===== src/hcd_pkg.sv =====
// Shared types and constants for the chunked body decoder.
package hcd_pkg;

	localparam int SIZE_BITS = 24;

	typedef logic [SIZE_BITS-1:0] size_t;

	localparam logic [7:0] CHAR_CR = 8'h0D;
	localparam logic [7:0] CHAR_LF = 8'h0A;

	typedef enum logic [1:0] {
		PH_SIZE = 2'd0,
		PH_DATA = 2'd1,
		PH_SKIP = 2'd2,
		PH_DONE = 2'd3
	} phase_t;

	// Classified body byte as it travels from the front to the back.
	typedef struct packed {
		logic [7:0] data_byte;
		logic       stream_end;
		logic       is_hex;
		logic [3:0] hex_val;
		logic       is_cr;
		logic       is_lf;
	} tok_t;

endpackage


===== src/hcd_in_if.sv =====
// Input channel: one body byte with its stream end flag.
interface hcd_in_if;
	logic       valid;
	logic       ready;
	logic [7:0] body_byte;
	logic       stream_end;

	modport source(output valid, output body_byte, output stream_end, input ready);
	modport sink(input valid, input body_byte, input stream_end, output ready);
endinterface


===== src/hcd_out_if.sv =====
// Output channel: one decoded result item.
interface hcd_out_if;
	logic       valid;
	logic       ready;
	logic       data_valid;
	logic [7:0] payload_byte;
	logic       body_done;
	logic       truncated;

	modport source(output valid, output data_valid, output payload_byte,
		output body_done, output truncated, input ready);
	modport sink(input valid, input data_valid, input payload_byte,
		input body_done, input truncated, output ready);
endinterface


===== src/http_chunked_body_decoder.sv =====
// An accepted byte passes through the queue to the back end, which registers its result item.
// One byte per cycle while the receiver takes results; the chunk state machine updates once per byte.
// A two-entry queue lets the input side keep taking bytes while a result waits.
// Reset (arst_n low) clears the mode to pass-through, the phase to the size line,
// the size and byte counters, the queue and the output valid flag.
module http_chunked_body_decoder (
	input  logic      clk,
	input  logic      arst_n,
	hcd_in_if.sink    in_ch,
	hcd_out_if.source out_ch,
	input  logic      cfg_we,
	input  logic      cfg_wdata
);

	logic          push;
	logic          q_full;
	logic          q_empty;
	logic          pop;
	hcd_pkg::tok_t in_tok;
	hcd_pkg::tok_t head_tok;

	hcd_front u_front (
		.in_ch  (in_ch),
		.q_full (q_full),
		.push   (push),
		.tok    (in_tok)
	);

	hcd_fifo u_fifo (
		.clk      (clk),
		.arst_n   (arst_n),
		.push     (push),
		.push_tok (in_tok),
		.full     (q_full),
		.pop      (pop),
		.empty    (q_empty),
		.head_tok (head_tok)
	);

	hcd_back u_back (
		.clk       (clk),
		.arst_n    (arst_n),
		.cfg_we    (cfg_we),
		.cfg_wdata (cfg_wdata),
		.q_empty   (q_empty),
		.tok       (head_tok),
		.pop       (pop),
		.out_ch    (out_ch)
	);

endmodule


===== src/hcd_front.sv =====
// Front end: accepts body bytes and classifies them for the decoder.
module hcd_front (
	hcd_in_if.sink          in_ch,
	input  logic            q_full,
	output logic            push,
	output hcd_pkg::tok_t   tok
);

	logic [7:0] b;

	assign b        = in_ch.body_byte;
	assign in_ch.ready = !q_full;
	assign push     = in_ch.valid && !q_full;

	always_comb begin
		tok            = '0;
		tok.data_byte  = b;
		tok.stream_end = in_ch.stream_end;
		tok.is_cr      = (b == hcd_pkg::CHAR_CR);
		tok.is_lf      = (b == hcd_pkg::CHAR_LF);
		case (b) inside
			[8'h30:8'h39]: begin
				tok.is_hex  = 1'b1;
				tok.hex_val = 4'(b - 8'h30);
			end
			[8'h61:8'h66]: begin
				tok.is_hex  = 1'b1;
				tok.hex_val = 4'(b - 8'h57);
			end
			[8'h41:8'h46]: begin
				tok.is_hex  = 1'b1;
				tok.hex_val = 4'(b - 8'h37);
			end
			default: begin
				tok.is_hex  = 1'b0;
				tok.hex_val = 4'd0;
			end
		endcase
	end

endmodule


===== src/hcd_fifo.sv =====
// Two-entry queue of classified bytes between front and back.
module hcd_fifo (
	input  logic          clk,
	input  logic          arst_n,
	input  logic          push,
	input  hcd_pkg::tok_t push_tok,
	output logic          full,
	input  logic          pop,
	output logic          empty,
	output hcd_pkg::tok_t head_tok
);

	hcd_pkg::tok_t mem_q [2];
	logic          wr_ptr_q;
	logic          rd_ptr_q;
	logic [1:0]    count_q;

	assign full     = (count_q == 2'd2);
	assign empty    = (count_q == 2'd0);
	assign head_tok = mem_q[rd_ptr_q];

	always_ff @(posedge clk) begin
		if (push) begin
			mem_q[wr_ptr_q] <= push_tok;
		end
	end

	always_ff @(posedge clk or negedge arst_n) begin
		if (!arst_n) begin
			wr_ptr_q <= 1'b0;
			rd_ptr_q <= 1'b0;
			count_q  <= 2'd0;
		end else begin
			if (push) begin
				wr_ptr_q <= !wr_ptr_q;
			end
			if (pop) begin
				rd_ptr_q <= !rd_ptr_q;
			end
			case ({push, pop})
				2'b10:   count_q <= count_q + 2'd1;
				2'b01:   count_q <= count_q - 2'd1;
				default: count_q <= count_q;
			endcase
		end
	end

endmodule


===== src/hcd_back.sv =====
// Back end: chunk state machine, mode register and output register.
module hcd_back (
	input  logic          clk,
	input  logic          arst_n,
	input  logic          cfg_we,
	input  logic          cfg_wdata,
	input  logic          q_empty,
	input  hcd_pkg::tok_t tok,
	output logic          pop,
	hcd_out_if.source     out_ch
);

	logic             mode_q;
	hcd_pkg::phase_t  phase_q, phase_d;
	hcd_pkg::size_t   acc_q, acc_d;
	hcd_pkg::size_t   left_q, left_d;
	hcd_pkg::size_t   left_dec;
	logic             cr_q, cr_d;
	logic             skip_q, skip_d;

	logic             zero_end;
	logic             res_has, res_valid, res_done, res_trunc;
	logic [7:0]       res_byte;

	logic             out_v_q;
	logic             out_dv_q, out_done_q, out_trunc_q;
	logic [7:0]       out_byte_q;

	// Take the head item whenever the output slot is free or draining.
	assign pop      = !q_empty && (!out_v_q || out_ch.ready);
	assign left_dec = left_q - hcd_pkg::size_t'(1);
	assign zero_end = (phase_q == hcd_pkg::PH_SIZE) && tok.is_lf && cr_q
		&& (acc_q == '0);

	always_comb begin
		phase_d = phase_q;
		acc_d   = acc_q;
		left_d  = left_q;
		cr_d    = cr_q;
		skip_d  = skip_q;
		if (mode_q && phase_q != hcd_pkg::PH_DONE) begin
			unique case (phase_q)
				hcd_pkg::PH_SIZE: begin
					if (tok.is_lf && cr_q) begin
						cr_d = 1'b0;
						if (acc_q == '0) begin
							phase_d = hcd_pkg::PH_DONE;
						end else begin
							left_d  = acc_q;
							acc_d   = '0;
							phase_d = hcd_pkg::PH_DATA;
						end
					end else begin
						cr_d = tok.is_cr;
						if (tok.is_hex) begin
							// keep only the low size bits
							acc_d = {acc_q[hcd_pkg::SIZE_BITS-5:0], tok.hex_val};
						end
					end
				end
				hcd_pkg::PH_DATA: begin
					left_d = left_dec;
					if (left_dec == '0) begin
						phase_d = hcd_pkg::PH_SKIP;
						skip_d  = 1'b0;
					end
				end
				hcd_pkg::PH_SKIP: begin
					if (!skip_q) begin
						skip_d = 1'b1;
					end else begin
						skip_d  = 1'b0;
						phase_d = hcd_pkg::PH_SIZE;
					end
				end
				default: begin
				end
			endcase
			if (tok.stream_end) begin
				phase_d = hcd_pkg::PH_DONE;
			end
		end
	end

	always_comb begin
		res_valid = 1'b0;
		res_byte  = 8'd0;
		res_done  = 1'b0;
		res_trunc = 1'b0;
		if (!mode_q) begin
			res_valid = 1'b1;
			res_byte  = tok.data_byte;
			res_done  = tok.stream_end;
		end else if (phase_q != hcd_pkg::PH_DONE) begin
			res_valid = (phase_q == hcd_pkg::PH_DATA);
			res_byte  = res_valid ? tok.data_byte : 8'd0;
			res_done  = zero_end || tok.stream_end;
			res_trunc = tok.stream_end && !zero_end;
		end
		res_has = res_valid || res_done;
	end

	always_ff @(posedge clk or negedge arst_n) begin
		if (!arst_n) begin
			mode_q  <= 1'b0;
			phase_q <= hcd_pkg::PH_SIZE;
			acc_q   <= '0;
			left_q  <= '0;
			cr_q    <= 1'b0;
			skip_q  <= 1'b0;
			out_v_q <= 1'b0;
		end else begin
			if (cfg_we) begin
				mode_q <= cfg_wdata;
			end
			if (pop) begin
				phase_q <= phase_d;
				acc_q   <= acc_d;
				left_q  <= left_d;
				cr_q    <= cr_d;
				skip_q  <= skip_d;
				out_v_q <= res_has;
			end else if (out_ch.ready) begin
				out_v_q <= 1'b0;
			end
		end
	end

	always_ff @(posedge clk) begin
		if (pop) begin
			out_dv_q    <= res_valid;
			out_byte_q  <= res_byte;
			out_done_q  <= res_done;
			out_trunc_q <= res_trunc;
		end
	end

	assign out_ch.valid        = out_v_q;
	assign out_ch.data_valid   = out_dv_q;
	assign out_ch.payload_byte = out_byte_q;
	assign out_ch.body_done    = out_done_q;
	assign out_ch.truncated    = out_trunc_q;

	a_done_silent: assert property (@(posedge clk) disable iff (!arst_n)
		pop && mode_q && phase_q == hcd_pkg::PH_DONE |=> !out_v_q)
		else $error("result issued after end of body");

	a_data_count: assert property (@(posedge clk) disable iff (!arst_n)
		phase_q == hcd_pkg::PH_DATA |-> left_q != '0)
		else $error("data phase with no bytes left");

	a_trunc_done: assert property (@(posedge clk) disable iff (!arst_n)
		out_v_q && out_trunc_q |-> out_done_q && mode_q)
		else $error("truncated without body end");

	a_skip_silent: assert property (@(posedge clk) disable iff (!arst_n)
		pop && mode_q && phase_q == hcd_pkg::PH_SKIP && !tok.stream_end |=> !out_v_q)
		else $error("result issued for a skipped byte");

endmodule


===== src/flat_wrapper.sv =====
// flat-port wrapper written by rule: the top's interface ports become plain ports
module http_chunked_body_decoder_flat 
  (clk, arst_n, cfg_we, cfg_wdata, in_ch_valid, in_ch_body_byte, in_ch_stream_end, in_ch_ready, out_ch_valid, out_ch_data_valid, out_ch_payload_byte, out_ch_body_done, out_ch_truncated, out_ch_ready);
  hcd_in_if in_ch_i ();
  hcd_out_if out_ch_i ();
  input  logic clk;
  input  logic arst_n;
  input  logic cfg_we;
  input  logic cfg_wdata;
  input wire logic [$bits(in_ch_i.valid)-1:0] in_ch_valid;
  input wire logic [$bits(in_ch_i.body_byte)-1:0] in_ch_body_byte;
  input wire logic [$bits(in_ch_i.stream_end)-1:0] in_ch_stream_end;
  output wire logic [$bits(in_ch_i.ready)-1:0] in_ch_ready;
  output wire logic [$bits(out_ch_i.valid)-1:0] out_ch_valid;
  output wire logic [$bits(out_ch_i.data_valid)-1:0] out_ch_data_valid;
  output wire logic [$bits(out_ch_i.payload_byte)-1:0] out_ch_payload_byte;
  output wire logic [$bits(out_ch_i.body_done)-1:0] out_ch_body_done;
  output wire logic [$bits(out_ch_i.truncated)-1:0] out_ch_truncated;
  input wire logic [$bits(out_ch_i.ready)-1:0] out_ch_ready;
  assign in_ch_i.valid = in_ch_valid;
  assign in_ch_i.body_byte = in_ch_body_byte;
  assign in_ch_i.stream_end = in_ch_stream_end;
  assign in_ch_ready = in_ch_i.ready;
  assign out_ch_valid = out_ch_i.valid;
  assign out_ch_data_valid = out_ch_i.data_valid;
  assign out_ch_payload_byte = out_ch_i.payload_byte;
  assign out_ch_body_done = out_ch_i.body_done;
  assign out_ch_truncated = out_ch_i.truncated;
  assign out_ch_i.ready = out_ch_ready;
  http_chunked_body_decoder u_core (.clk(clk), .arst_n(arst_n), .in_ch(in_ch_i), .out_ch(out_ch_i), .cfg_we(cfg_we), .cfg_wdata(cfg_wdata));
endmodule

===== config.mk =====
export PLATFORM = sky130hd
export DESIGN_NAME = http_chunked_body_decoder_flat
export DESIGN_NICKNAME = d
export VERILOG_FILES = /design/src/hcd_pkg.sv /design/src/hcd_in_if.sv /design/src/hcd_out_if.sv /design/src/http_chunked_body_decoder.sv /design/src/hcd_front.sv /design/src/hcd_fifo.sv /design/src/hcd_back.sv /design/src/flat_wrapper.sv
export SDC_FILE = /design/constraint.sdc
export NUM_CORES = 1
export LEC_CHECK = 0
export BUFFER_PORTS_ARGS = -buffer_cell sky130_fd_sc_hd__buf_4
export CAP_MARGIN = 10
export CORE_ASPECT_RATIO = 1.1
export CORE_MARGIN = 8
export CORE_UTILIZATION = 45
export CTS_CLUSTER_DIAMETER = 30
export DETAILED_ROUTE_END_ITERATION = 8
export PLACE_DENSITY_LB_ADDON = 0.15
export SLEW_MARGIN = 20
export SYNTH_ARGS = -nofsm -noshare
export SYNTH_HDL_FRONTEND = slang
export SYNTH_SLANG_ARGS = --single-unit

===== constraint.sdc =====
create_clock -name clk -period 2.58 [get_ports clk]
set_input_delay 0.258 -clock clk [delete_from_list [all_inputs] [get_ports clk]]
set_output_delay 0.258 -clock clk [all_outputs]
set_load 0.02 [all_outputs]

==> flow_summary_export.csv <==
group,metric,value,unit
drt,drt_iter0_drc,342,
final_layout,areaGrowthSynthToFinish,13.3,%
clocking,cts.sinks,101,
worst_setup_path,arrival,2.54,ns
worst_setup_path,crit_path_max_fanout,12,
sta,tns,0,ns
global_route,grt_remaining_overflow,0,
global_route,met2_usage,26.5,%
die,ioPinCount,28,
synthesis,synth_top_cell_by_area,"dfrtp_1",
clocking,cts.clk_slew.worst_paths,0.07,ns
sta,relSlewSlack,48.2,%
synthesis,synth_fp_nets,540,
synthesis,synthTopCellsByArea,"dfrtp_1 (28%), edfxtp_1 (25%), nand2_1 (5.9%), a21oi_1 (4.0%), o21ai_0 (3.6%)",
sta,holdWs,-0.00935,ns
worst_setup_path,worstSetupStartpoint,"u_core.u_back.left_q[2]$_DFFE_PN0P_",
global_route,antenna_found_initial,0,
synthesis,yosysWarnings,0,
drt,drc,0,
status,outcome,"complete, but fails checks",
synthesis,netlist_area,5190,um^2
worst_setup_path,crit_type,"flop to flop",
die,core.rowCount,41,
sta,slew_violations,0,
power_and_ir_drop,p_leak,0.00229,uW
job,max_cap_viol_count,0,
global_route,use_met1,19.7,%
die,die_w,118,um
worst_setup_path,crit_required,2.84,ns
drt,dr.pass1.iters,5,
drt,post_drt_wl_per_cell,16.8,um
sta,clock.fmax,0.440,GHz
synthesis,synth_most_common_cell,"nand2_1",
status,violations,"hold timing",
sta,rsz0062_at_grt,"false",
synthesis,netlist.area_leader.share,28.0,%
clocking,cts_tree,"yes",
worst_setup_path,cp-end-kind,"flop",
die,start_util,45.8,%
final_layout,post-route-util,51.8,%
placement,dpl.hpwl,8060,um
clocking,ctsLongestPathBuffers,2,
sta,setup_viol_count_final,0,
die,die_area,15200,um^2
worst_setup_path,crit_path_start_kind,"flop",
synthesis,synth-seq-cells,101,
clocking,cts_max_level,3,
clocking,root_buffer,"clkbuf_16",
synthesis,ys_async_sr_fraction,57.4,%
power_and_ir_drop,pwr_density_cell,1070,nW/um^2
clocking,cts_made_buffers,9,
drt,wl,11700,um
die,die_h,129,um
global_route,met3_usage,2.85,%
final_layout,diodes,0,
worst_setup_path,r2r_slack,0.31,ns
global_route,grtUsageTotal,15.8,%
worst_setup_path,r2r-start,"u_core.u_back.left_q[2]$_DFFE_PN0P_",
synthesis,synthCells,514,
clocking,clk-insertion-delay-late,0.34,ns
synthesis,yosysSeqAreaShare,52.9,%
drt,ant_nets,0,
final_layout,finalNetCount,567,
global_route,grt_max_degree,62,
worst_setup_path,rr_endpoint,"u_core.u_back.left_q[22]$_DFFE_PN0P_",
clocking,post-cts-setup-buffer-count,0,
drt,num_vias,3963,
worst_setup_path,critPathCapture,"u_core.u_back.left_q[22]$_DFFE_PN0P_",
min_path,min_path_type,"primary input to async pin",
sta,hold_violations,14,
global_route,grt_pass1_vias,3789,
final_layout,drive_above_1_share,13.7,%
placement,pre_cts_ws,0.262,ns
power_and_ir_drop,ir_worst_vdd,626,uV
synthesis,synth_edf_count,43,
sta,finalClockSkew,0.00690,ns
global_route,grt_pass1_wl,19400,um
die,core,11300,um^2
sta,finalCriticalPeriod,2.27,ns
global_route,grt-busiest-layer,"met2",
worst_setup_path,reg2regPathDepth,9,
drt,vias_per_cell,5.69,
synthesis,synth_common_cells,"nand2_1 (81), dfrtp_1 (58), edfxtp_1 (43)",
sta,post-route-period-util,88.0,%
placement,gp_congestion,0.832,
sta,setup_slack,0.309,ns
synthesis,yosys_most_used_dff,"dfrtp_1",
placement,numPortBuffers,27,
sta,tightest_slew,0.777,ns
synthesis,yosys.cell_types.count,69,
synthesis,syn_avg_cell_area,10.1,um^2
## worst min path at each step
stage                                           endpoint  slack (ns)  depth (start not counted)
floorplan             u_core.u_back.acc_q[0]$_DFFE_PN0P_       -0.04                          0
CTS                 u_core.u_back.left_q[11]$_DFFE_PN0P_        0.02                          1
finish              u_core.u_back.left_q[17]$_DFFE_PN0P_      -0.009                          1
global placement    u_core.u_back.left_q[17]$_DFFE_PN0P_        0.38                          1
detailed placement  u_core.u_back.left_q[11]$_DFFE_PN0P_        0.39                          1
global route        u_core.u_back.left_q[12]$_DFFE_PN0P_        0.07                          1
## metrics by stage
stage,hold WS [ns],std cells,total power (uW),cell area (um^2)
after floorplan,-0.0376,514,4270,5190
after global placement,0.385,680,4960,5580
after detailed placement,0.394,680,5010,5580
after CTS,0.0190,696,6340,5870
after global routing,0.0681,696,6720,5880
final,-0.00935,696,6310,5880
## state kept, by name, summed over array words and instances (netlist names), 2 cells and up
name                               flops
u_core.u_back.acc_q                   24
u_core.u_back.left_q                  24
u_core.u_back.out_ch.payload_byte      8
u_core.u_back.phase_q                  2
u_core.u_fifo.count_q                  2
u_core.u_fifo.mem_q                   32
## final cells by class
| class | instances | area (um^2) |
|---|---|---|
| clock buffer | 11 | 233 |
| clock inverter | 5 | 51.3 |
| fill | 1066 | 5460 |
| inverter | 12 | 45.0 |
| multi-input combinational | 371 | 2260 |
| sequential | 101 | 2740 |
| tap | 150 | 188 |
| timing repair buffer | 46 | 358 |
## layout by cell type, fill, tap and decap left out, types with 11 or more instances in the layout
master     n
nor2_1    34
o21ai_0   37
inv_1     12
nand2_1   81
a21oi_1   41
nand4_1   11
buf_4     45
mux2i_1   16
edfxtp_1  43
dfrtp_1   58
nor3_1    16
## power by group
| part | internal (uW) | switching, uW |
|---|---|---|
| Combinational | 920 | 1390 |
| Clock | 747 | 570 |
| Sequential | 2200 | 488 |
## critical path: stages, from the launching register on
cell and delay (ns):
dfrtp_1 0.48, nor4_4 0.24, buf_4 0.23, nand4_2 0.13
buf_4 0.19, nor2_1 0.14, nand2_1 0.11, or3_1 0.35
a21oi_1 0.16, a2bb2oi_1 0.16
## logic make-up after synthesis
family                   Yosys count  share of synthesized area [%]
AND/OR/NAND/NOR                  198                           19.0
AO/OA/AOI/OAI                    134                           16.5
flip-flops                       101                           52.9
buffers and inverters             42                           3.81
multiplexers                      18                           3.52
adder cells (fa/ha/maj)           11                           2.65
XOR/XNOR                          10                           1.69
## per-layer routing
layer | part of all wire, % | wire length (um) | vias to the layer above
met1 | 46 | 5370 | 1933
met2 | 49 | 5710 | 75
met4 | 2.2 | 257 | 0
met3 | 2.9 | 337 | 19
li1 | - | - | 1936
met5 | 0 | 0 | -
## what timing repair did
item,CTS,global route
endpoints found under the setup margin,0,1
resized for setup,0,2
hold buffers,0,0
Note: power is estimated with default switching activity, not from simulation.
